[config.mk]
export PLATFORM = sky130hd
export DESIGN_NAME = byte_pattern_occurrence_locator
export DESIGN_NICKNAME = d
export VERILOG_FILES = /design/src/bpol_pkg.sv /design/src/bpol_cfg_regs.sv /design/src/bpol_match.sv /design/src/byte_pattern_occurrence_locator.sv
export SDC_FILE = /design/constraint.sdc
export NUM_CORES = 1
export LEC_CHECK = 0
export BUFFER_PORTS_ARGS = -buffer_cell sky130_fd_sc_hd__buf_2
export CORE_MARGIN = 3
export CORE_UTILIZATION = 41
export DETAILED_ROUTE_END_ITERATION = 7
export GPL_TIMING_DRIVEN = 0
export HOLD_SLACK_MARGIN = 0.08
export PLACE_DENSITY = 0.64
export SLEW_MARGIN = 25
export SYNTH_ARGS = -nofsm -noshare
export SYNTH_HDL_FRONTEND = slang
export SYNTH_SLANG_ARGS = --single-unit
[constraint.sdc]
create_clock -name clk_i -period 11 [get_ports clk_i]
set_clock_uncertainty 0.2 [all_clocks]
set_input_delay 1.1 -clock clk_i [delete_from_list [all_inputs] [get_ports clk_i]]
set_output_delay 1.1 -clock clk_i [all_outputs]
set_load 0.05 [all_outputs]
[src/bpol_pkg.sv]
// ----------------------------------------------------------------------------
// bpol_pkg
// Shared types and register codes for the byte pattern occurrence locator.
// ----------------------------------------------------------------------------
package bpol_pkg;

  localparam int unsigned CFG_IDX_W = 3;
  localparam int unsigned OFFSET_W  = 32;
  localparam int unsigned LEN_W     = 5;
  localparam int unsigned COUNT_W   = 8;
  localparam int unsigned ADJUST_W  = 16;

  typedef enum logic [CFG_IDX_W-1:0] {
    REG_PAT_LOW  = 3'd0,
    REG_PAT_MID  = 3'd1,
    REG_PAT_HIGH = 3'd2,
    REG_LENGTH   = 3'd3,
    REG_MODE     = 3'd4,
    REG_INDEX    = 3'd5,
    REG_ADJUST   = 3'd6
  } cfg_reg_e;

  typedef enum logic {
    MODE_NTH  = 1'b0,
    MODE_LAST = 1'b1
  } search_mode_e;

  typedef struct packed {
    logic [7:0] data_byte;
    logic       last_byte;
  } in_item_t;

  typedef struct packed {
    logic                       found;
    logic signed [OFFSET_W-1:0] match_offset;
  } out_item_t;

  // Control registers other than the pattern bytes.
  typedef struct packed {
    logic [LEN_W-1:0]           pattern_length;
    search_mode_e               search_mode;
    logic [COUNT_W-1:0]         occurrence_index;
    logic signed [ADJUST_W-1:0] offset_adjust;
  } ctrl_t;

endpackage

[src/bpol_cfg_regs.sv]
// ----------------------------------------------------------------------------
// bpol_cfg_regs
// Configuration register file: pattern bytes and search controls.
// ----------------------------------------------------------------------------
module bpol_cfg_regs import bpol_pkg::*; #(
  parameter int unsigned MAX_PATTERN_BYTES = 24
) (
  input  logic                           clk_i,
  input  logic                           rst_ni,
  input  logic                           cfg_valid_i,
  output logic                           cfg_ready_o,
  input  logic [CFG_IDX_W-1:0]           cfg_index_i,
  input  logic [63:0]                    cfg_data_i,
  output logic [MAX_PATTERN_BYTES*8-1:0] pattern_o,
  output ctrl_t                          ctrl_o
);

  logic [7:0] pat_q [MAX_PATTERN_BYTES];
  ctrl_t      ctrl_q;
  logic       we;
  logic       pat_we;
  logic [1:0] pat_grp;

  assign cfg_ready_o = 1'b1;
  assign we          = cfg_valid_i;

  // Each pattern register carries eight bytes; only bytes that fit are kept.
  always_comb begin
    pat_we  = 1'b0;
    pat_grp = 2'd0;
    case (cfg_reg_e'(cfg_index_i))
      REG_PAT_LOW: begin
        pat_we  = we;
        pat_grp = 2'd0;
      end
      REG_PAT_MID: begin
        pat_we  = we;
        pat_grp = 2'd1;
      end
      REG_PAT_HIGH: begin
        pat_we  = we;
        pat_grp = 2'd2;
      end
      default: begin
        pat_we  = 1'b0;
        pat_grp = 2'd0;
      end
    endcase
  end

  always_ff @(posedge clk_i or negedge rst_ni) begin
    if (!rst_ni) begin
      for (int k = 0; k < MAX_PATTERN_BYTES; k++) begin
        pat_q[k] <= 8'h00;
      end
    end else if (pat_we) begin
      for (int k = 0; k < MAX_PATTERN_BYTES; k++) begin
        if (pat_grp == 2'(k >> 3)) begin
          pat_q[k] <= cfg_data_i[(k & 7)*8 +: 8];
        end
      end
    end
  end

  always_ff @(posedge clk_i or negedge rst_ni) begin
    if (!rst_ni) begin
      ctrl_q.pattern_length   <= LEN_W'(1);
      ctrl_q.search_mode      <= MODE_NTH;
      ctrl_q.occurrence_index <= '0;
      ctrl_q.offset_adjust    <= '0;
    end else if (we) begin
      case (cfg_reg_e'(cfg_index_i))
        REG_LENGTH: ctrl_q.pattern_length   <= cfg_data_i[LEN_W-1:0];
        REG_MODE:   ctrl_q.search_mode      <= search_mode_e'(cfg_data_i[0]);
        REG_INDEX:  ctrl_q.occurrence_index <= cfg_data_i[COUNT_W-1:0];
        REG_ADJUST: ctrl_q.offset_adjust    <= cfg_data_i[ADJUST_W-1:0];
        default: begin
        end
      endcase
    end
  end

  always_comb begin
    for (int k = 0; k < MAX_PATTERN_BYTES; k++) begin
      pattern_o[k*8 +: 8] = pat_q[k];
    end
  end

  assign ctrl_o = ctrl_q;

endmodule

[src/bpol_match.sv]
// ----------------------------------------------------------------------------
// bpol_match
// Compares one image byte with the expected pattern byte and advances the
// naive match progress.
// ----------------------------------------------------------------------------
module bpol_match import bpol_pkg::*; #(
  parameter int unsigned MAX_PATTERN_BYTES = 24,
  localparam int unsigned PROG_W = $clog2(MAX_PATTERN_BYTES + 1),
  localparam int unsigned IDX_W  = $clog2(MAX_PATTERN_BYTES)
) (
  input  logic [7:0]                     data_byte_i,
  input  logic [PROG_W-1:0]              progress_i,
  input  logic [MAX_PATTERN_BYTES*8-1:0] pattern_i,
  input  logic [LEN_W-1:0]               pattern_length_i,
  output logic [PROG_W-1:0]              progress_o,
  output logic                           matched_o
);

  localparam logic [LEN_W-1:0] MaxLen = LEN_W'(MAX_PATTERN_BYTES);

  logic [LEN_W-1:0]  len_raw;
  logic [PROG_W-1:0] len_eff;
  logic [PROG_W-1:0] prog_eff;
  logic [PROG_W-1:0] prog_inc;
  logic [7:0]        expected;

  always_comb begin
    if (pattern_length_i == '0) begin
      len_raw = LEN_W'(1);
    end else if (pattern_length_i > MaxLen) begin
      len_raw = MaxLen;
    end else begin
      len_raw = pattern_length_i;
    end
    len_eff = PROG_W'(len_raw);

    // A shortened pattern may leave progress beyond the new length.
    prog_eff = (progress_i >= len_eff) ? '0 : progress_i;
    expected = pattern_i[prog_eff[IDX_W-1:0]*8 +: 8];
    prog_inc = prog_eff + PROG_W'(1);

    matched_o  = 1'b0;
    progress_o = '0;
    if (data_byte_i == expected) begin
      if (prog_inc >= len_eff) begin
        matched_o = 1'b1;
      end else begin
        progress_o = prog_inc;
      end
    end
  end

endmodule

[src/byte_pattern_occurrence_locator.sv]
// A byte's result, if any, passes the input register, loaded at acceptance,
// and then the result register. Throughput: one byte per cycle, set by the
// combinational compare and counter update between the two registers, but a
// last byte waits while a held result is stalled.
// Reset: configuration returns to its defaults (pattern length one, all else
// zero), search state is cleared and both registers are emptied.
// ----------------------------------------------------------------------------
// byte_pattern_occurrence_locator
// Streams an image byte by byte, counts pattern matches and reports the
// adjusted position of the wanted (nth or last) occurrence on the last byte.
// ----------------------------------------------------------------------------
module byte_pattern_occurrence_locator import bpol_pkg::*; #(
  parameter int unsigned POSITION_WIDTH    = 32,
  parameter int unsigned MAX_PATTERN_BYTES = 24
) (
  input  logic                 clk_i,
  input  logic                 rst_ni,
  input  logic                 in_valid_i,
  output logic                 in_stall_o,
  input  in_item_t             in_item_i,
  output logic                 out_valid_o,
  input  logic                 out_stall_i,
  output out_item_t            out_item_o,
  input  logic                 cfg_valid_i,
  output logic                 cfg_ready_o,
  input  logic [CFG_IDX_W-1:0] cfg_index_i,
  input  logic [63:0]          cfg_data_i
);

  localparam int unsigned PROG_W = $clog2(MAX_PATTERN_BYTES + 1);
  localparam int unsigned SUM_W  = ((POSITION_WIDTH > OFFSET_W) ? POSITION_WIDTH : OFFSET_W) + 2;
  localparam logic signed [SUM_W-1:0] OffMax = SUM_W'(33'sh0_7FFF_FFFF);
  localparam logic signed [SUM_W-1:0] OffMin = ~OffMax;

  logic [MAX_PATTERN_BYTES*8-1:0] pattern;
  ctrl_t                          ctrl;

  // Input register.
  in_item_t in_q;
  logic     in_valid_q;
  logic     in_ready;
  logic     proc;

  // Search state.
  logic [PROG_W-1:0]          progress_q, progress_d;
  logic [COUNT_W-1:0]         seen_q, seen_d;
  logic [POSITION_WIDTH-1:0]  pos_q, pos_d;
  logic signed [OFFSET_W-1:0] held_q, held_d;
  logic                       hit_q, hit_d;
  logic                       done_q, done_d;

  // Result register.
  out_item_t out_q, out_d;
  logic      out_valid_q, out_valid_d;

  logic [PROG_W-1:0]          prog_next;
  logic                       matched;
  logic signed [SUM_W-1:0]    sum;
  logic signed [OFFSET_W-1:0] adj_offset;

  bpol_cfg_regs #(
    .MAX_PATTERN_BYTES(MAX_PATTERN_BYTES)
  ) u_cfg (
    .clk_i      (clk_i),
    .rst_ni     (rst_ni),
    .cfg_valid_i(cfg_valid_i),
    .cfg_ready_o(cfg_ready_o),
    .cfg_index_i(cfg_index_i),
    .cfg_data_i (cfg_data_i),
    .pattern_o  (pattern),
    .ctrl_o     (ctrl)
  );

  bpol_match #(
    .MAX_PATTERN_BYTES(MAX_PATTERN_BYTES)
  ) u_match (
    .data_byte_i     (in_q.data_byte),
    .progress_i      (progress_q),
    .pattern_i       (pattern),
    .pattern_length_i(ctrl.pattern_length),
    .progress_o      (prog_next),
    .matched_o       (matched)
  );

  // A byte without the end mark never waits on the result register.
  assign proc       = in_valid_q && (!in_q.last_byte || !out_valid_q || !out_stall_i);
  assign in_ready   = !in_valid_q || proc;
  assign in_stall_o = !in_ready;

  always_ff @(posedge clk_i or negedge rst_ni) begin
    if (!rst_ni) begin
      in_valid_q <= 1'b0;
    end else if (in_ready) begin
      in_valid_q <= in_valid_i;
    end
  end

  always_ff @(posedge clk_i) begin
    if (in_ready && in_valid_i) begin
      in_q <= in_item_i;
    end
  end

  always_comb begin
    sum = SUM_W'(pos_q) + SUM_W'(ctrl.offset_adjust);
    if (sum > OffMax) begin
      adj_offset = OffMax[OFFSET_W-1:0];
    end else if (sum < OffMin) begin
      adj_offset = OffMin[OFFSET_W-1:0];
    end else begin
      adj_offset = sum[OFFSET_W-1:0];
    end
  end

  always_comb begin
    progress_d  = progress_q;
    seen_d      = seen_q;
    pos_d       = pos_q;
    held_d      = held_q;
    hit_d       = hit_q;
    done_d      = done_q;
    out_d       = out_q;
    out_valid_d = out_valid_q && out_stall_i;

    if (proc) begin
      if (!done_q) begin
        progress_d = prog_next;
        if (matched) begin
          if (ctrl.search_mode == MODE_LAST) begin
            held_d = adj_offset;
            hit_d  = 1'b1;
          end else if (seen_q == ctrl.occurrence_index) begin
            held_d = adj_offset;
            hit_d  = 1'b1;
            done_d = 1'b1;
          end
          if (seen_q != '1) begin
            seen_d = seen_q + COUNT_W'(1);
          end
        end
        if (pos_q != '1) begin
          pos_d = pos_q + POSITION_WIDTH'(1);
        end
      end

      if (in_q.last_byte) begin
        out_d.found        = hit_d;
        out_d.match_offset = held_d;
        out_valid_d        = 1'b1;
        progress_d         = '0;
        seen_d             = '0;
        pos_d              = '0;
        held_d             = '1;
        hit_d              = 1'b0;
        done_d             = 1'b0;
      end
    end
  end

  always_ff @(posedge clk_i or negedge rst_ni) begin
    if (!rst_ni) begin
      progress_q  <= '0;
      seen_q      <= '0;
      pos_q       <= '0;
      held_q      <= '1;
      hit_q       <= 1'b0;
      done_q      <= 1'b0;
      out_valid_q <= 1'b0;
    end else begin
      progress_q  <= progress_d;
      seen_q      <= seen_d;
      pos_q       <= pos_d;
      held_q      <= held_d;
      hit_q       <= hit_d;
      done_q      <= done_d;
      out_valid_q <= out_valid_d;
    end
  end

  always_ff @(posedge clk_i) begin
    out_q <= out_d;
  end

  assign out_valid_o = out_valid_q;
  assign out_item_o  = out_q;

endmodule
Word-level counts from Yosys, hierarchy flattened
Index checks and enable logic that the tools add are counted.

Add/subtract/negate cells: 4. Shift operators: 1. Muxes and demuxes: 37. Order comparisons: 5. Eq/ne operators: 13. Reduce and logical (&&, ||, !) cells: 29.

Operators by type and width (number): $mux 32 (10); $shiftx 192x9->8 (1); $mux 5 (7); $add 33x16->34 (1); $gt 34x32->1 const B (1); $lt 34x32->1 const B (1); $add 32x1->32 const B (1); $mux 8 (4); $ne 32x32->1 const B (1); $reduce_and 2->1 (9); $eq 8x8->1 (2); $mux 1 (15); $ge 5x5->1 (2); $eq 3x3->1 const B (3); $add 8x1->8 const B (1); $ne 8x8->1 const B (1); $eq 3x2->1 const B (2); $reduce_bool 2->1 (3); $add 5x1->5 const B (1); $gt 5x5->1 const B (1); $logic_not 1->1 (5); $logic_not 5->1 (1); $pmux 2 s2 (1); $reduce_and 4->1 (1); other kinds (10) (14).

Input port bits: 81. Register bits after elaboration: 345. Output and inout port bits: 36.

Logic depth before layout (Yosys ltp)
Gate-level depths: netlist of run 1.

Depth after elaboration: 12. Depth in mapped cells: 23. Depth with buffers taken out: 20.

Cells and area by module
Synthesis of run 1 repeated with hierarchy kept, for this count alone.

Cell total of the unflattened synthesis: 1604. Area, all modules: 19018.2 µm².

By module, submodules not included: bpol_cfg_regs (instances 1, seq. area each 5556.6 µm², area each 8893.5 µm², cells an instance 475); byte_pattern_occurrence_locator (instances 1, seq. area each 3328.2 µm², area each 7234.4 µm², cells an instance 765); bpol_match (instances 1, seq. area each 0.0 µm², area each 2890.3 µm², cells an instance 364).

Least setup slack after synthesis of run 1
OpenSTA, ideal clock, no wires.

Kind: register -> register. Start: register u_cfg.ctrl_q (netlist bit u_cfg.ctrl_o[29]). End: register out_q (netlist bit out_item_o[31]), data pin. Stages on the path, launching flop included: 17. Required time: 10540 ps. Slack: 6593 ps. Period minus slack after synthesis: 4407 ps. Arrival: 3947 ps. Path buffers: 2. Library setup time: 260 ps. Cell sequence: dfrtp_1 nor3_1 nor2_1 o2bb2ai_1 ha_1 nor2b_1 o211a_1 buf_2 o21ai_4 a221oi_1 o32ai_1 or4b_1 xor2_1 nor4_4 and4_1 buf_2 mux2_2.

Longest elaborated chain between the ends: 11. Elaborated cells on any way between the ends: 14.

RTL lines: start: declaration (line bpol_cfg_regs.sv:19) `ctrl_t ctrl_q;`; $gt 5x5->1 (line bpol_match.sv:30) `end else if (pattern_length_i > MaxLen) begin`; $mux 5 (line bpol_match.sv:30); $mux 5 * (line bpol_match.sv:28) `if (pattern_length_i == '0) begin`; branches (longest 5 deep; another with $ge 5x5->1); $mux 1 * (line bpol_match.sv:44) `if (data_byte_i == expected) begin`; $mux 32 * (line byte_pattern_occurrence_locator.sv:128) `if (matched) begin`; $mux 32 * (line byte_pattern_occurrence_locator.sv:126) `if (!done_q) begin`; end signal: assignment (line byte_pattern_occurrence_locator.sv:181) `out_q <= out_d;`; end: declaration (line byte_pattern_occurrence_locator.sv:53) `out_item_t out_q, out_d;`.

Mark *: on every way between the ends. A chain may end at the register's enable or synchronous reset.

Worst setup path in the final report of run 1
Start: register u_cfg.ctrl_q (netlist bit u_cfg.ctrl_o[29]). End: register out_q (netlist bit out_item_o[23]), data pin.

Same word-level chain as after synthesis.

==> results.ini, run 1 <==
[run_status]
status=finished, final reports clean

[sta]
rsz0062_at_grt=no
drv_slew=0
relSlewSlack=0.288
tns_ns=0
finalSetupViolations=0
worst-slew-pin-transition_ns=1.07
max_freq_ghz=0.157
timing.final.crit_share=0.578
min_period_ns=6.36
hold_viol=0

[die]
die_w_um=214
num_rows=75
core_area_sq_um=42400
pin_count=117
die_h_um=214
dieArea_sq_um=45900
initial_core_util=0.419

[setup_path]
endpoint_kind=flip-flop
cp.buffers_inverters=3
path_cells=nor3_1, nor2_1, o2bb2ai_1, ha_1, nor2b_1, o2111ai_2, nand2_2, buf_6, buf_4, mux2i_1, a221oi_1, nor4_1, xnor2_1, nor3_1, nand2_2, nor3_2, buf_2, a21oi_1
required_ns=11.08
path_max_fanout=10
critPathSlowestCell=nor4_1
critPathTopFamily=simple AND/OR/NAND/NOR gates
cpPeakStageDelay_ns=0.67
arrival_ns=6.44
crit_type=flip-flop to flip-flop
crit_path_start_kind=flip-flop

[power]
total_power_mw=3.58
power.density_nw_per_um2=174
p_leak_nw=8.43
peakVddDrop_mv=0.134

[clock_tree]
root_buffer=clkbuf_16
clock_latency_ns=0.56
ctsResizeCount=0
numCtsBuffers=39
cts_setup_buffers=0
hold_buffers=0
cts_max_level=2
cts_tree=done
cts_buffer_depth=3
cts_sinks=345
clk_pin_slew_worst_paths_ns=0.06

[placed_design]
dpl.cell_count=2233
dp_hpwl_mm=35.6
place_congestion=0.929
portBuffers=113

[synth]
ys_seq_elements=345
ys_warn_count=0
netlist_area_sq_um=17800
synthDistinctLibCells=82
synth_edf_count=42
synth_ff_type=dfrtp_1
syn-num-nets=1665
yosysSeqAreaShare=0.499
syn_area_per_cell_sq_um=11.6
syn_inst=1537
async_flop_share=0.878

[routing]
route.detailed.drc=0
vias=13000
firstDrtPassIters=6
viasPerCell=5.63
ant_nets=0
totalWireLength_mm=48.8
routedWlPerCell_um=21.2
drtIter0Drc=957

[final_layout]
drive_gt1_frac=0.294
fillers=3872
area.growth.synth_to_final_pct=15.6
instances_no_fill=2302
final_core_util=0.485
num_antenna_cells=0
nets=1825

[global_route]
gr-total-overflow=0
track_usage=0.211
antenna_found_initial=0
grt_pass1_vias=12900
grt_pass1_wl_mm=76.1
grt_max_degree=95

[job]
maxCapViolCount=0

[worst_hold_path]
hold_class=flip-flop to flip-flop

## cell usage after synthesis, types with 31 or more instances
cell,instances,share of area
ha_1,46,0.032
clkbuf_1,46,0.0097
o21ai_0,48,0.014
mux2i_1,33,0.019
a21oi_1,92,0.026
dfrtp_1,270,0.38
nor2_1,117,0.025
edfxtp_1,42,0.071
nand2_1,92,0.019
xor2_1,34,0.017
mux2_2,240,0.15
dfstp_2,33,0.049
a2bb2oi_1,31,0.015
xnor2_1,42,0.021
## area by class of cell
class,instances,area (sq um),area share
Clock buffer,52,1080,0.0528
Buffer,74,332,0.0161
Timing Repair Buffer,119,697,0.0339
Inverter,23,86.3,0.00420
Sequential cell,345,8880,0.432
Clock inverter,17,248,0.0121
Tap cell,577,722,0.0351
Multi-Input combinational cell,1095,8500,0.414
## registers in the layout, summed over array words and instances, names as in the netlist
signal	count
in_valid_q	1
in_q	9
out_valid_o	1
out_item_o	33
done_q	1
seen_q	8
progress_q	5
u_cfg.pattern_o	192
u_cfg.ctrl_o	30
held_q	32
hit_q	1
pos_q	32
## report_power, final
part | internal, mW | total (mW) | leakage, nW | switching [mW]
Clock | 0.814 | 1.35 | 0.635 | 0.535
Combinational | 0.301 | 0.628 | 3.82 | 0.327
Sequential | 1.48 | 1.61 | 3.97 | 0.125
## cells in the final DEF, fill, tap and decap left out, types with 18 or more instances in the layout
cell	count
dfrtp_1	270
mux2_2	240
buf_2	130
nor2_1	117
nand2_1	92
a21oi_1	92
clkbuf_1	52
o21ai_0	48
ha_1	46
xnor2_1	42
edfxtp_1	42
clkbuf_16	39
xor2_1	34
mux2i_1	33
dfstp_2	33
a2bb2oi_1	31
nand3_1	29
nand4_1	25
inv_1	21
and3_1	18
a21o_1	18
## per-layer routing
metal / vias up / global-route usage / part of all wire
met5: - / 0 / 0
met4: 0 / 0.0694 / 0.030
met3: 87 / 0.0401 / 0.060
met2: 426 / 0.349 / 0.48
met1: 6409 / 0.280 / 0.43
li1: 6029 / - / -
## worst paths after layout
path / depth (start not counted) / start / to / slack [ns]
max: 18 / u_cfg.ctrl_o[29] / out_item_o[23] / 4.64
min: 2 / hit_q / hit_q / 0.29
max reg2reg: 18 / u_cfg.ctrl_o[29] / out_item_o[23] / 4.64
min reg2reg: 2 / hit_q / hit_q / 0.29
max in group asynchronous: 3 / rst_ni / held_q[27] / 8.91
min in group asynchronous: 1 / rst_ni / u_cfg.pattern_o[184] / 0.36
## cells by family (layout without fill, tap and decap cells)
kind of cell / after synthesis / in the layout / share of synthesized area
AND/OR/NAND/NOR: 375 / 375 / 0.105
flip-flops: 345 / 345 / 0.499
AO/OA/AOI/OAI: 315 / 315 / 0.120
multiplexers: 281 / 281 / 0.181
buffers and inverters: 97 / 285 / 0.0234
XOR/XNOR: 76 / 76 / 0.0374
adder cells (fa/ha/maj): 47 / 47 / 0.0335
other: 1 / 1 / 0.000211
## through the flow
step	worst slack, ns	area [sq um]	hold slack, ns
4_1_cts	4.73	20600	0.300
6_report	4.64	20600	0.294
3_3_place_gp	2.91	19100	0.280
2_1_floorplan	6.59	17800	0.255
3_5_place_dp	4.77	19200	0.283
5_1_grt	4.27	20600	0.307
## worst min-delay path, stage by stage (launching register included)
cell and delay [ns]:
dfrtp_1 0.34, a21oi_1 0.04, nor2_1 0.07
Power figures use the tool's default switching activity.
==> run 2: changes to the inputs <==
Clock period 11 ns to 6.15 ns, I/O delays scaled along.
==> run 2 against run 1 <==
Effect of this change:
- combinational power up 82%
- die area unchanged
- sequential cell count unchanged
- highest routed layer unchanged
- fmax up 8.8%
- clock power up 79%
==> results.ini, run 2 (synthesized netlist as in run 1, its figures left out) <==
[routing]
routedWlPerCell_um=21.1
ant_nets=0
viasPerCell=5.62
firstDrtPassIters=5
drtIter0Drc=1091
route.detailed.drc=0
totalWireLength_mm=48.9
vias=13000

[worst_hold_path]
hold_class=input port to flip-flop
hold_depth=2

[placed_design]
place_congestion=0.929
portBuffers=113
dp_hpwl_mm=35.6

[sta]
whs_ns=0.115
worst-slew-pin-transition_ns=1.06
drv_slew=0
rsz0062_at_grt=no
tns_ns=0
finalSetupViolations=0
relSlewSlack=0.290
timing.final.crit_share=0.951
min_period_ns=5.85
max_freq_ghz=0.171
hold_viol=0

[final_layout]
layout_commonest_cell=dfrtp_1
mostFrequentLayoutCells=270 x dfrtp_1, 240 x mux2_2, 130 x buf_2, 117 x nor2_1
num_antenna_cells=0
largest_reg_flops=192
fillers=3858
area.growth.synth_to_final_pct=16.6
drive_gt1_frac=0.294
nets=1839

[setup_path]
crit_path_start_kind=flip-flop
endpoint_kind=flip-flop
crit_type=flip-flop to flip-flop
required_ns=6.23
r2r_cells=18
arrival_ns=5.92
path_max_fanout=10

[die]
num_rows=75
die_h_um=214
core_area_sq_um=42400
pin_count=117
die_w_um=214
dieArea_sq_um=45900
initial_core_util=0.419

[clock_tree]
cts_max_level=2
cts_tree=done
root_buffer=clkbuf_16
cts_buffer_depth=3
numCtsBuffers=39
cts_sinks=345
clk_pin_slew_worst_paths_ns=0.06
clock_latency_ns=0.56

[power]
total_power_mw=6.44
p_leak_nw=8.50
power.density_nw_per_um2=310
peakVddDrop_mv=0.240

[global_route]
gr-total-overflow=0
grt_max_degree=95
grt_pass1_wl_mm=76.2
antenna_found_initial=0
grt_pass1_vias=13000
track_usage=0.211

[job]
maxCapViolCount=0

[run_status]
status=finished, final reports clean

[run 2: metrics by stage]
stage / utilization / std cells / worst slack, ns / area [sq um]
finish: 0.489 / 2316 / 0.304 / 20700
global route: 0.489 / 2316 / 0.00904 / 20700
CTS: 0.488 / 2314 / 0.0551 / 20700
detailed placement: 0.453 / 2233 / -0.0828 / 19200
global placement: 0.450 / 2227 / -1.45 / 19100
floorplan: - / 1537 / 1.74 / 17800
[run 2: power by group]
part,switching [mW],internal (mW),total [mW]
Clock,0.962,1.46,2.42
Combinational,0.592,0.548,1.14
Sequential,0.225,2.65,2.88
Total,1.78,4.66,6.44
[run 2: worst paths after layout]
path,start,end,slack (ns)
max in group asynchronous,rst_ni,held_q[29],3.95
worst max-delay path,u_cfg.ctrl_o[29],out_item_o[23],0.30
worst min register to register,hit_q,hit_q,0.29
min in group asynchronous,rst_ni,u_cfg.pattern_o[184],0.46
worst max register to register,u_cfg.ctrl_o[29],out_item_o[23],0.30
worst min-delay path,cfg_data_i[57],u_cfg.pattern_o[121],0.12
[run 2: timing repair]
| action | 4_1_cts | 5_1_grt |
|---|---|---|
| pin swaps | 0 | 1 |
| buffers inserted | 0 | 2 |
| gates resized for setup | 1 | 4 |
| endpoints found under the hold margin | 96 | 0 |
| endpoints found under the setup margin | 30 | 70 |
| hold buffers | 12 | 0 |
[run 2: critical path, stage by stage (launching register included)]
cell and delay (ns):
dfrtp_1 0.42, nor3_1 0.19, nor2_1 0.06, o2bb2ai_1 0.22, ha_1 0.27, nor2b_1 0.41, o2111ai_4 0.35, nand2_2 0.27
buf_6 0.23, buf_4 0.29, mux2i_1 0.35, a221oi_1 0.16, nor4_2 0.47, xnor2_1 0.21, nor3_2 0.39, nand2_2 0.16
nor3_2 0.45, buf_2 0.32, a21oi_1 0.11
[run 2: routing by layer]
| metal | up-vias | part of all wire | track usage |
|---|---|---|---|
| li1 | 6044 | - | - |
| met1 | 6457 | 0.43 | 0.281 |
| met2 | 426 | 0.48 | 0.350 |
| met3 | 85 | 0.063 | 0.0397 |
| met4 | 0 | 0.029 | 0.0672 |
| met5 | - | 0 | 0 |
[run 2: layout make-up]
class                   count  area, sq um  area share
repair buffers            133          845      0.0407
clock inverters            17          248      0.0119
well taps                 577          722      0.0348
multi-input cells        1095         8530       0.412
flip-flops and latches    345         8880       0.428
plain buffers              74          332      0.0160
clock buffers              52         1080      0.0523
inverters                  23         86.3     0.00416
